--- config.mk ---
export PLATFORM = sky130hd
export DESIGN_NAME = tfc_link
export DESIGN_NICKNAME = d
export VERILOG_FILES = /design/src/tfc_pkg.sv /design/src/tfc_link.sv
export SDC_FILE = /design/constraint.sdc
export NUM_CORES = 1
export LEC_CHECK = 0
export BUFFER_PORTS_ARGS = -buffer_cell sky130_fd_sc_hd__buf_2
export CORE_MARGIN = 2
export CORE_UTILIZATION = 45
export DETAILED_ROUTE_END_ITERATION = 10
export PLACE_DENSITY = 0.79
export SLEW_MARGIN = 20
export SYNTH_ARGS = -nofsm -noshare
export SYNTH_HDL_FRONTEND = slang
export SYNTH_SLANG_ARGS = --single-unit
export TNS_END_PERCENT = 20
--- constraint.sdc ---
create_clock -name clk -period 0.8 [get_ports clk]
set_input_delay 0 -clock clk [delete_from_list [all_inputs] [get_ports clk]]
set_output_delay 0 -clock clk [all_outputs]
set_load 0.05 [all_outputs]
--- src/tfc_pkg.sv ---
// ----------------------------------------------------------------------------
// Time/frame converter package
// Field widths, timing constants and the side record that rides along the
// divider cells.
// ----------------------------------------------------------------------------
`default_nettype none

package tfc_pkg;

    localparam int unsigned SEC_W   = 32;
    localparam int unsigned NSEC_W  = 31;
    localparam int unsigned FRAME_W = 52;
    localparam int unsigned RATE_W  = 20;
    // bits needed for one second counted in nanoseconds
    localparam int unsigned NS_W    = 30;

    // first divider row: frame magnitude or scaled nanoseconds over rate or 1e9
    localparam int unsigned DIV1_W  = FRAME_W;
    localparam int unsigned REM1_W  = NS_W;
    // second divider row: remainder * 1e9 over rate, quotient below 1e9
    localparam int unsigned DIV2_W  = NS_W;
    localparam int unsigned REM2_W  = RATE_W;

    localparam logic [NS_W-1:0] NS_PER_SEC = 30'd1000000000;

    localparam logic signed [NSEC_W-1:0] NSEC_POS     = 31'sd1000000000;
    localparam logic signed [NSEC_W-1:0] NSEC_NEG     = -31'sd1000000000;
    localparam logic signed [NSEC_W-1:0] NSEC_SAT_POS = 31'sd999999999;
    localparam logic signed [NSEC_W-1:0] NSEC_SAT_NEG = -31'sd999999999;

    localparam logic signed [SEC_W-1:0] SEC_MAX = 32'sh7FFFFFFF;
    localparam logic signed [SEC_W-1:0] SEC_MIN = 32'sh80000000;

    localparam logic [RATE_W-1:0] RATE_RESET = 20'd44100;

    localparam logic KIND_TIME  = 1'b0;
    localparam logic KIND_FRAME = 1'b1;

    // request record carried beside the divider data
    typedef struct packed {
        logic               kind;
        logic               neg;
        logic [FRAME_W-1:0] val;
    } side_t;

endpackage

`default_nettype wire

--- src/tfc_link.sv ---
// ----------------------------------------------------------------------------
// Divider row link
// Finishes the frame sum or keeps the whole seconds, and scales the
// remainder by 1e9 to feed the nanosecond divider row.
// ----------------------------------------------------------------------------
`default_nettype none

module tfc_link (
    input  logic                          clk,
    input  logic                          rst_n,
    input  logic                          en,
    input  logic                          valid_in,
    input  logic [tfc_pkg::REM1_W-1:0]    rem_in,
    input  logic [tfc_pkg::DIV1_W-1:0]    dq_in,
    input  tfc_pkg::side_t                side_in,
    output logic                          valid_out,
    output logic [tfc_pkg::REM2_W-1:0]    rem_out,
    output logic [tfc_pkg::DIV2_W-1:0]    dq_out,
    output tfc_pkg::side_t                side_out
);

    logic                 valid_reg;
    logic [19:0]          rem_reg;
    logic [29:0]          dq_reg;
    tfc_pkg::side_t       side_reg;
    tfc_pkg::side_t       side_next;
    logic [49:0]          scaled;

    always_comb
    begin
        // remainder < rate, so the upper bits already form a valid partial remainder
        scaled         = {30'd0, rem_in[19:0]} * {20'd0, tfc_pkg::NS_PER_SEC};
        side_next.kind = side_in.kind;
        side_next.neg  = side_in.neg;
        if (side_in.kind == tfc_pkg::KIND_FRAME)
        begin
            side_next.val = dq_in;
        end
        else
        begin
            side_next.val = side_in.val + dq_in;
        end
    end

    always_ff @(posedge clk or negedge rst_n)
    begin
        if (!rst_n)
        begin
            valid_reg <= 1'b0;
        end
        else if (en)
        begin
            valid_reg <= valid_in;
        end
    end

    always_ff @(posedge clk)
    begin
        if (en)
        begin
            rem_reg  <= scaled[49:30];
            dq_reg   <= scaled[29:0];
            side_reg <= side_next;
        end
    end

    assign valid_out = valid_reg;
    assign rem_out   = rem_reg;
    assign dq_out    = dq_reg;
    assign side_out  = side_reg;

endmodule

`default_nettype wire

# After elaboration in Yosys (flattened, before gate mapping)
# Index checks and enable logic that the tools add are counted.
# W data, S select, Z words.
word_totals:
  regBits: 96
  inputBits: 140
  output_inout_bits: 105
  wordCells: 9
op_classes:
  addsub: 1
  multipliers: 1
  muxes: 1
op_table:
  columns: ["operator", "n"]
  rows:
  - ["$add A52 B52 Y52", 1]
  - ["$mux W52", 1]
  - ["$mul A20 B21 Y41 const B", 1]

# Depth between registers and ports, before layout
# Gate-level depths: netlist of the first run.
depth:
  ltp_word: 2
  depth_mapped: 24
  mapped_depth_nobuf: 23

# Least setup slack after synthesis of the first run
# Ideal clock, no wire load.
synth_path:
  kind: "input port to flip-flop"
  from: "in rem_in[2] (netlist name)"
  to: "reg rem_reg[18], in the netlist rem_out[18], data pin"
  setup_ns: 0.266
  arrival_time_ns: 5.474
  t_required_ns: 0.534
  setup_slack_ns: -4.939
  cell_stages: 20
  path_buffers: 0
  path_cell_list: "fa_1 inv_1 fa_1 fa_1 fa_1 inv_1 fa_1 fa_1 inv_1 fa_1 inv_1 ha_1 and4_2 nand2_1 a2111oi_4 o211a_4 o21ai_2 o311a_1 o31ai_2 xor2_1"
synth_via:
  elab_chain_len: 1
synth_rtl:
  columns: ["element", "line_no", "source"]
  rows:
  - ["from (decl)", "tfc_link.sv:13", "input logic [tfc_pkg::REM1_W-1:0] rem_in,"]
  - ["$mul A20 B21 Y41", "tfc_link.sv:32", "scaled = {30'd0, rem_in[19:0]} * {20'd0, tfc_pkg::NS_PER_SEC};"]
  - ["named net scaled[48]", "tfc_link.sv:27", "logic [49:0] scaled;"]
  - ["to (signal assigned)", "tfc_link.sv:61", "rem_reg <= scaled[49:30];"]
  - ["to (decl)", "tfc_link.sv:23", "logic [19:0] rem_reg;"]
# The timed path passes the listed nets, and every way through them passes these cells.
# A chain may end at the register's enable or synchronous reset.

# Worst setup path in the final report of the first run
layout_path:
  from: "in rem_in[4] (netlist name)"
  to: "reg rem_reg[18], in the netlist rem_out[18], data pin"
# Same word-level chain as after synthesis.

==> impl_metrics.sql, run 1 <==
INSERT INTO impl_metrics (metric_group, metric, value, unit) VALUES
('global_routing', 'grt_first_pass_wirelength', '73900', 'um'),
('yosys', 'synthesis.instances', '1517', ''),
('setup_path', 'critical_path_arrival', '5.51', 'ns'),
('placed_design', 'placement.io_buffers', '225', ''),
('setup_path', 'worstPathMaxFanout', '4', ''),
('routing', 'antenna_violating_nets_post_route', '0', ''),
('yosys', 'synth_register_bits', '96', ''),
('sta', 'slew_violations', '0', ''),
('floorplanning', 'floorplan.die_area', '34600', 'um^2'),
('min_path', 'worstHoldPathCells', '2', ''),
('routing', 'finalWirelength', '49900', 'um'),
('setup_path', 'slowest_delay', '0.56', 'ns'),
('routing', 'routedWlPerCell', '19.1', 'um'),
('clocking', 'numCtsBuffers', '9', ''),
('yosys', 'yosysSeqAreaShare', '0.193', ''),
('setup_path', 'critical_setup_path_kind', 'primary input to register', ''),
('clocking', 'number_of_buffers_on_the_longest_clock_path', '2', ''),
('min_path', 'hold_class', 'primary input to register', ''),
('final_layout', 'fin_area', '22100', 'um^2'),
('setup_path', 'timing.reg2reg.worst_path_depth', '1', ''),
('yosys', 'ys_async_sr_fraction', '0.0104', ''),
('floorplanning', 'die_w', '186', 'um'),
('clocking', 'tritoncts', 'built', ''),
('global_routing', 'grt_pass1_vias', '14600', ''),
('sta', 'fin_ws', '-4.60', 'ns'),
('clocking', 'ctsHtreeMaxLevel', '3', ''),
('yosys', 'synth.lib_cells_used.distinct', '84', ''),
('placed_design', 'placedInstanceArea', '19600', 'um^2'),
('yosys', 'synthAdderAreaFrac', '0.440', ''),
('global_routing', 'top_usage_layer', 'met2', ''),
('sta', 'setup_viol', '183', ''),
('routing', 'detail_route.vias_per_cell', '5.36', ''),
('routing', 'initialDrtViolationCount', '868', ''),
('yosys', 'dominant_combinational_cell_family_by_area_after_synthesis', 'adder cells', ''),
('yosys', 'synth-edff-count', '95', ''),
('global_routing', 'global_route.usage.met2', '0.476', ''),
('global_routing', 'overflow', '0', ''),
('setup_path', 'critPathBufInv', '5', ''),
('global_routing', 'initial_antenna_violation_count', '10', ''),
('setup_path', 'critical_path.startpoint_type', 'primary input', ''),
('sta', 'slew-limit-headroom', '0.658', ''),
('yosys', 'synth.area.top_cells', 'sky130_fd_sc_hd__fa_1 23%, sky130_fd_sc_hd__ha_1 21%, sky130_fd_sc_hd__edfxtp_1 19%, sky130_fd_sc_hd__inv_1 7.6%, sky130_fd_sc_hd__xnor2_1 3.2%', ''),
('floorplanning', 'io_count', '245', ''),
('routing', 'via_count', '14000', ''),
('sta', 'period_minus_slack', '5.40', 'ns'),
('sta', 'fin_worst_hold_slack', '-0.0339', 'ns'),
('yosys', 'synth.largest_area_cell', 'sky130_fd_sc_hd__fa_1', ''),
('floorplanning', 'core', '32600', 'um^2'),
('clocking', 'clock_transition_at_the_register_clock_pins_on_the_worst_setup_and_hold_paths_after_cts', '0.08', 'ns'),
('setup_path', 'critPathSlowestCell', 'sky130_fd_sc_hd__fa_2', ''),
('sta', 'grt_setup_unrepaired', 'yes', ''),
('setup_path', 'critical-path-top-cell-by-count', 'sky130_fd_sc_hd__fa_1', ''),
('sta', 'final-hold-violation-count', '1', ''),
('final_layout', 'flow.area_growth_from_synthesis', '48.5', '%'),
('clocking', 'hold_buffers', '37', ''),
('global_routing', 'grt_util_met3', '0.0599', ''),
('routing', 'remaining_drc_errors', '0', ''),
('clocking', 'clkSinkCount', '96', ''),
('yosys', 'syn-mean-instance-area', '9.83', 'um^2'),
('global_routing', 'pin_count_of_the_biggest_net_entering_global_routing', '50', ''),
('yosys', 'yosysWarnings', '0', ''),
('setup_path', 'critPathTopFamily', 'adder cells', ''),
('yosys', 'yosys.area_share.xor_xnor', '0.0488', ''),
('outcome', 'violations', 'hold timing, setup timing', ''),
('final_layout', 'finalNetCount', '2721', ''),
('setup_path', 'crit_chain', 'buf_8 > fa_1 > inv_2 > fa_2 > fa_2 > fa_1 > inv_2 > fa_2 > fa_1 > inv_1 > fa_1 > inv_2 > ha_4 > and4_4 > nand2_4 > a2111oi_4 > o211a_4 > o21ai_4 > o311a_1 > o31ai_2 > xor2_1', ''),
('floorplanning', 'rows', '66', ''),
('yosys', 'synth_top_cell_area_share', '0.231', ''),
('sta', 'min_period_over_period', '6.75', ''),
('outcome', 'outcome', 'finished with violations', ''),
('placed_design', 'hpwl', '38600', 'um');
## metal layers
metal | part of all wire | vias up
li1 | - | 6391
met1 | 0.39 | 6863
met2 | 0.50 | 593
met3 | 0.065 | 171
met4 | 0.044 | 4
met5 | 0.00042 | -
## what timing repair did
item,in CTS,in global routing
hold endpoints to repair,37,1
endpoints found under the setup margin,184,183
resized for setup,153,295
pin swaps,75,79
setup buffers,11,10
## placed cells by master (no fill, tap or decap), drive strengths merged, types with 46 or more instances in the layout
cell / synthesis / final
a21o: 46 / 46
a21oi: 82 / 82
buf: 18 / 632
edfxtp: 95 / 95
fa: 172 / 172
ha: 249 / 249
inv: 301 / 305
nand2: 99 / 99
nor2: 46 / 46
o21ai: 85 / 85
xnor2: 54 / 54
## flip-flops by register name (all words and copies together) (netlist names)
name       count
dq_out        21
rem_out       20
side_out      54
valid_out      1
## worst paths after layout
path	from	slack [ns]	endpoint
worst max-delay path	rem_in[4]	-4.60	rem_out[18]
worst min-delay path	dq_in[0]	-0.03	side_out[0]
worst max register to register	valid_out	0	valid_out
worst min register to register	valid_out	0.59	valid_out
max in group asynchronous	rst_n	0.16	valid_out
min in group asynchronous	rst_n	0.51	valid_out
## area by class of cell
cell class / instances / area, um^2
tap: 442 / 553
fill: 2327 / 10500
timing repair buffer: 669 / 5130
antenna: 7 / 17.5
clock inverter: 7 / 71.3
inverter: 301 / 1140
clock buffer: 9 / 225
sequential: 96 / 2880
multi-input combinational: 1083 / 12100
## synthesized netlist by cell type (all sizes together), types with 8 or more instances
| cell | number |
|---|---|
| a211oi | 9 |
| a21o | 46 |
| nand3 | 23 |
| o211ai | 10 |
| inv | 301 |
| ha | 249 |
| nor2 | 46 |
| o21bai | 18 |
| a31oi | 9 |
| a21oi | 82 |
| clkbuf | 27 |
| o21ai | 85 |
| edfxtp | 95 |
| nand4 | 18 |
| xnor2 | 54 |
| xor2 | 29 |
| o21a | 9 |
| buf | 18 |
| nand2 | 99 |
| fa | 172 |
| and3 | 13 |
| nor3 | 10 |
| and2 | 8 |
## kinds of logic (layout without fill, tap and decap cells)
group,Yosys count,count (layout)
AOI/OAI and AO/OA,317,317
xor gates and xnor gates,83,83
adders and majority gates,421,421
buffers and inverters,346,986
DFF,96,96
muxes,6,6
other,1,16
and+or+nand+nor,247,247
## per-stage QoR
stage	setup slack (ns)	setup TNS, ns
global route	-4.70	-215.78
floorplan	-4.59	-189.48
CTS	-4.51	-206.20
detailed placement	-5.04	-239.65
finish	-4.60	-204.46
global placement	-4.91	-235.87
Power of run 1 is left out: the tool's default activity adds up to more than one toggle a clock period on the data nets, which glitch-free logic cannot reach.
==> inputs of run 2 (changes only) <==
- CORE_ASPECT_RATIO: not set -> 1.5
- CORE_UTILIZATION: 45 -> 54
- PLACE_DENSITY: 0.79 -> 0.9
- clock period: 0.8 -> 4.4 ns (I/O delays scaled with it)
==> impl_metrics.sql, run 2 (synthesis results as in run 1) <==
INSERT INTO impl_metrics (metric_group, metric, value, unit) VALUES
('placed_design', 'gp_congestion', '0.990', ''),
('clocking', 'clkSinkCount', '96', ''),
('clocking', 'numCtsBuffers', '9', ''),
('sta', 'setup_viol', '25', ''),
('setup_path', 'worst-r2r-setup-slack', '3.66', 'ns'),
('global_routing', 'grt_first_pass_wirelength', '73700', 'um'),
('global_routing', 'grtUsageTotal', '0.327', ''),
('min_path', 'worstHoldStart', 'dq_in[1]', ''),
('flow_run', 'maxCapViolations', '0', ''),
('routing', 'initialDrtViolationCount', '766', ''),
('setup_path', 'critical_path.startpoint_type', 'primary input', ''),
('min_path', 'hold_worst_path_end', 'side_out[1]', ''),
('final_layout', 'largest_register_ffs', '54', ''),
('sta', 'finalClockSkew', '0', 'ns'),
('min_path', 'hold_class', 'primary input to register', ''),
('clocking', 'cts_root_buf', 'sky130_fd_sc_hd__clkbuf_16', ''),
('clocking', 'clock_transition_at_the_register_clock_pins_on_the_worst_setup_and_hold_paths_after_cts', '0.08', 'ns'),
('floorplanning', 'die_w', '140', 'um'),
('sta', 'period_minus_slack', '5.35', 'ns'),
('setup_path', 'slowest_delay', '0.58', 'ns'),
('floorplanning', 'rows', '74', ''),
('final_layout', 'post_route_cells_drive_above_1_share', '0.284', ''),
('sta', 'grt_setup_unrepaired', 'yes', ''),
('sta', 'slew_violations', '0', ''),
('final_layout', 'finalNetCount', '2518', ''),
('setup_path', 'crit_chain', 'buf_4 > fa_2 > inv_1 > fa_1 > fa_1 > fa_1 > fa_1 > inv_1 > fa_1 > ha_4 > ha_4 > a21o_1 > a21o_1 > nor3_1 > nor2_1 > o41ai_4 > or4b_4 > nand2_4 > o221ai_2 > xnor2_1', ''),
('global_routing', 'initial_antenna_violation_count', '2', ''),
('final_layout', 'most-common-layout-cells', '283 x sky130_fd_sc_hd__inv_1, 221 x sky130_fd_sc_hd__ha_1, 213 x sky130_fd_sc_hd__buf_2', ''),
('setup_path', 'critical-path-top-cell-by-count', 'sky130_fd_sc_hd__fa_1', ''),
('floorplanning', 'die_height', '208', 'um'),
('setup_path', 'critical_path_arrival', '5.47', 'ns'),
('global_routing', 'overflow', '0', ''),
('routing', 'via_count', '13200', ''),
('routing', 'routedWlPerCell', '20.4', 'um'),
('clocking', 'ctsHtreeMaxLevel', '3', ''),
('outcome', 'violations', 'setup timing', ''),
('sta', 'min_period_over_period', '1.22', ''),
('final_layout', 'layout.cells.most_common', 'sky130_fd_sc_hd__inv_1', ''),
('routing', 'remaining_drc_errors', '0', ''),
('placed_design', 'hpwl', '37300', 'um'),
('setup_path', 'critical_path_required', '4.51', 'ns'),
('placed_design', 'worst_setup_slack_post_dpl', '-1.46', 'ns'),
('setup_path', 'r2r-start', 'valid_out', ''),
('clocking', 'worstSkewPairLatency', '0.38', 'ns'),
('setup_path', 'critPathBufInv', '3', ''),
('clocking', 'tritoncts', 'built', ''),
('sta', 'fin_ws', '-0.953', 'ns'),
('setup_path', 'critPathCaptureType', 'register', ''),
('routing', 'finalWirelength', '47000', 'um'),
('outcome', 'outcome', 'finished with violations', ''),
('floorplanning', 'floorplan.die_area', '29000', 'um^2'),
('placed_design', 'placement.io_buffers', '225', ''),
('routing', 'dr.pass1.iters', '7', ''),
('floorplanning', 'io_count', '245', ''),
('sta', 'tightestPinTransition', '1.02', 'ns'),
('setup_path', 'critPathTopFamily', 'adder cells', ''),
('setup_path', 'critical_setup_path_kind', 'primary input to register', ''),
('sta', 'slew-limit-headroom', '0.318', ''),
('global_routing', 'grt_pass1_vias', '14400', ''),
('setup_path', 'worstPathMaxFanout', '5', ''),
('setup_path', 'reg2reg_to', 'valid_out', ''),
('floorplanning', 'core', '27200', 'um^2'),
('clocking', 'number_of_buffers_on_the_longest_clock_path', '2', ''),
('floorplanning', 'floorplan.initialDensity', '0.548', ''),
('routing', 'detail_route.vias_per_cell', '5.74', ''),
('final_layout', 'fillCellCount', '1812', ''),
('routing', 'antenna_violating_nets_post_route', '0', ''),
('setup_path', 'critPathSlowestCell', 'sky130_fd_sc_hd__fa_2', ''),
('sta', 'max_freq', '187', 'MHz'),
('sta', 'final-hold-violation-count', '0', ''),
('global_routing', 'pin_count_of_the_biggest_net_entering_global_routing', '77', ''),
('min_path', 'worstHoldPathCells', '3', ''),
('final_layout', 'flow.area_growth_from_synthesis', '28.3', '%'),
('setup_path', 'timing.reg2reg.worst_path_depth', '1', '');
## run 2: metrics by stage
stage           util  cell area [um^2]  setup TNS (ns)  cells  hold WS (ns)
6_report       0.703             19100          -15.23   2305        0.0256
3_3_place_gp   0.657             17900          -28.72   2236        -0.225
4_1_cts        0.697             19000          -14.38   2303       0.00269
2_1_floorplan      -             15200          -15.24   1525        -0.296
3_5_place_dp   0.657             17900          -29.88   2236        -0.223
5_1_grt        0.703             19100          -18.30   2305        0.0312
## run 2: repair_timing
action	in CTS	in global routing
buffers inserted	2	1
hold buffers	49	0
gates resized for setup	69	35
setup endpoints to repair	26	27
pin swaps	27	14
endpoints found under the hold margin	48	0
## run 2: how the worst max path moves through the flow
stage,slack (ns),from,cells after the start,end
floorplan,-0.99,rem_in[4],19,rem_out[18]
global placement,-1.40,rem_in[12],20,rem_out[13]
detailed placement,-1.46,rem_in[4],21,rem_out[16]
CTS,-0.91,rem_in[4],21,rem_out[18]
global route,-1.07,rem_in[9],23,rem_out[13]
finish,-0.95,rem_in[7],20,rem_out[19]
## run 2: area by class of cell
cell class | instances | area (um^2) | area share
flip-flops and latches | 96 | 2880 | 0.150
repair buffers | 466 | 3140 | 0.164
clock buffers | 9 | 225 | 0.0118
clock inverters | 7 | 60.1 | 0.00314
diodes | 1 | 2.50 | 0.000131
inverters | 301 | 1130 | 0.0593
multi-input cells | 1083 | 11300 | 0.589
well taps | 342 | 428 | 0.0224
## run 2: metal layers
metal,GRT usage,routed length (um)
met3,0.0681,2980
met2,0.615,25200
met5,0,7
met1,0.327,15600
met4,0.191,3190
## run 2: worst min-delay path: cells and delay by family
kind     cells  cell delay [ns]
buf+inv      2             0.17
mux          1             0.12
Power of run 2 is left out for the same reason.
==> inputs of run 3 (changes only) <==
- SETUP_SLACK_MARGIN: not set -> 0.02
==> impl_metrics.sql, run 3 (synthesis results as in run 1) <==
INSERT INTO impl_metrics (metric_group, metric, value, unit) VALUES
('sta', 'setup_viol', '25', ''),
('min_path', 'hold_class', 'primary input to register', ''),
('final_layout', 'layout.cells.most_common', 'sky130_fd_sc_hd__inv_1', ''),
('clocking', 'clock_transition_at_the_register_clock_pins_on_the_worst_setup_and_hold_paths_after_cts', '0.08', 'ns'),
('placed_design', 'gp_congestion', '0.990', ''),
('sta', 'period_minus_slack', '5.36', 'ns'),
('routing', 'detail_route.vias_per_cell', '5.72', ''),
('setup_path', 'critPathTopFamily', 'adder cells', ''),
('clocking', 'number_of_buffers_on_the_longest_clock_path', '2', ''),
('outcome', 'outcome', 'finished with violations', ''),
('floorplanning', 'io_count', '245', ''),
('global_routing', 'grt_pass1_vias', '14400', ''),
('placed_design', 'placement.io_buffers', '225', ''),
('floorplanning', 'floorplan.die_area', '29000', 'um^2'),
('floorplanning', 'floorplan.initialDensity', '0.548', ''),
('sta', 'max_freq', '187', 'MHz'),
('global_routing', 'grt_first_pass_wirelength', '73700', 'um'),
('global_routing', 'pin_count_of_the_biggest_net_entering_global_routing', '77', ''),
('final_layout', 'post_route_cells_drive_above_1_share', '0.284', ''),
('flow_run', 'maxCapViolations', '0', ''),
('setup_path', 'critPathBufInv', '7', ''),
('sta', 'final-hold-violation-count', '0', ''),
('setup_path', 'critical_path_arrival', '5.48', 'ns'),
('routing', 'dr.pass1.iters', '6', ''),
('floorplanning', 'rows', '74', ''),
('global_routing', 'grtUsageMet1', '0.327', ''),
('setup_path', 'critical_path.startpoint_type', 'primary input', ''),
('clocking', 'numCtsBuffers', '9', ''),
('global_routing', 'top_usage_layer', 'met2', ''),
('clocking', 'ctsHtreeMaxLevel', '3', ''),
('sta', 'grt_setup_unrepaired', 'yes', ''),
('global_routing', 'overflow', '0', ''),
('clocking', 'cts_root_buf', 'sky130_fd_sc_hd__clkbuf_16', ''),
('final_layout', 'fin_area', '19100', 'um^2'),
('final_layout', 'fillCellCount', '1812', ''),
('global_routing', 'initial_antenna_violation_count', '2', ''),
('outcome', 'violations', 'setup timing', ''),
('routing', 'initialDrtViolationCount', '792', ''),
('routing', 'finalWirelength', '47100', 'um'),
('setup_path', 'critical-path-top-cell-by-count', 'sky130_fd_sc_hd__fa_1', ''),
('clocking', 'clkSinkCount', '96', ''),
('sta', 'slew_violations', '0', ''),
('sta', 'finalClockSkew', '0', 'ns'),
('final_layout', 'finalNetCount', '2518', ''),
('setup_path', 'worstPathMaxFanout', '4', ''),
('final_layout', 'largest_register_ffs', '54', ''),
('global_routing', 'global_route.usage.met2', '0.615', ''),
('routing', 'via_count', '13200', ''),
('global_routing', 'grtUsageTotal', '0.327', ''),
('final_layout', 'most-common-layout-cells', '283 x sky130_fd_sc_hd__inv_1, 221 x sky130_fd_sc_hd__ha_1, 213 x sky130_fd_sc_hd__buf_2', ''),
('setup_path', 'critical_setup_path_kind', 'primary input to register', ''),
('routing', 'remaining_drc_errors', '0', ''),
('setup_path', 'critPathCaptureType', 'register', ''),
('placed_design', 'worst_setup_slack_post_dpl', '-1.46', 'ns'),
('floorplanning', 'core', '27200', 'um^2'),
('final_layout', 'flow.area_growth_from_synthesis', '28.3', '%'),
('setup_path', 'critPathSlowestCell', 'sky130_fd_sc_hd__fa_1', ''),
('placed_design', 'placedInstanceArea', '17900', 'um^2'),
('sta', 'min_period_over_period', '1.22', ''),
('setup_path', 'critical_path_required', '4.52', 'ns'),
('sta', 'tightestPinTransition', '1.02', 'ns'),
('floorplanning', 'die_w', '140', 'um'),
('setup_path', 'slowest_delay', '0.56', 'ns'),
('floorplanning', 'die_height', '208', 'um'),
('clocking', 'worstSkewPairLatency', '0.37', 'ns'),
('setup_path', 'crit_chain', 'buf_12 > buf_4 > fa_1 > ha_1 > fa_1 > inv_1 > fa_1 > inv_2 > fa_1 > inv_1 > fa_1 > inv_1 > ha_1 > ha_1 > a21o_1 > a21oi_2 > or3b_4 > o21ai_4 > buf_4 > o211ai_1 > a21oi_1 > xnor2_1', ''),
('global_routing', 'grt_util_met3', '0.0681', ''),
('routing', 'routedWlPerCell', '20.4', 'um'),
('routing', 'antenna_violating_nets_post_route', '0', ''),
('clocking', 'tritoncts', 'built', ''),
('placed_design', 'hpwl', '37300', 'um'),
('sta', 'fin_ws', '-0.958', 'ns'),
('sta', 'slew-limit-headroom', '0.320', '');
-- run 3: metal layers --
metal | share of wire | up-vias | routed length [um]
met5 | 0.00015 | - | 7
met4 | 0.067 | 2 | 3150
met3 | 0.063 | 193 | 2950
met2 | 0.54 | 628 | 25300
met1 | 0.33 | 6384 | 15700
li1 | - | 5989 | -
-- run 3: tightest hold or removal path, stage by stage --
cell                      delay [ns]
sky130_fd_sc_hd__buf_2          0.10
sky130_fd_sc_hd__inv_1          0.07
sky130_fd_sc_hd__mux2i_1        0.12
-- run 3: through the flow --
stage / util / TNS, ns / hold slack (ns) / cells
after floorplan: - / -15.24 / -0.296 / 1525
after global placement: 0.657 / -28.72 / -0.225 / 2236
after detailed placement: 0.657 / -29.88 / -0.223 / 2236
after CTS: 0.697 / -14.38 / 0.00269 / 2303
after global routing: 0.703 / -18.33 / 0.0312 / 2305
final: 0.703 / -15.26 / 0.0349 / 2305
-- run 3: area by class of cell --
type / count / area, um^2 / share of cell area
Antenna cell: 1 / 2.50 / 0.000131
Clock buffer: 9 / 225 / 0.0118
Multi-Input combinational cell: 1083 / 11300 / 0.589
Sequential cell: 96 / 2880 / 0.150
Timing Repair Buffer: 466 / 3140 / 0.164
Inverter: 301 / 1130 / 0.0593
Tap cell: 342 / 428 / 0.0224
Clock inverter: 7 / 60.1 / 0.00314
-- run 3: worst paths after layout --
path | slack, ns | startpoint | cells after the start | endpoint
min | 0.03 | dq_in[1] | 3 | side_out[1]
min reg2reg | 0.52 | valid_out | 1 | valid_out
min in group asynchronous | 0.45 | rst_n | 3 | valid_out
max in group asynchronous | 3.86 | rst_n | 3 | valid_out
max | -0.96 | rem_in[9] | 22 | rem_out[16]
max reg2reg | 3.66 | valid_out | 1 | valid_out
-- run 3: timing repair --
item                                   4_1_cts  5_1_grt
gates resized for setup                     69       35
setup buffers                                2        1
setup endpoints to repair                   27       27
endpoints found under the hold margin       48        0
pin swaps                                   28       12
hold buffers                                49        0
Power of run 3 is left out for the same reason.
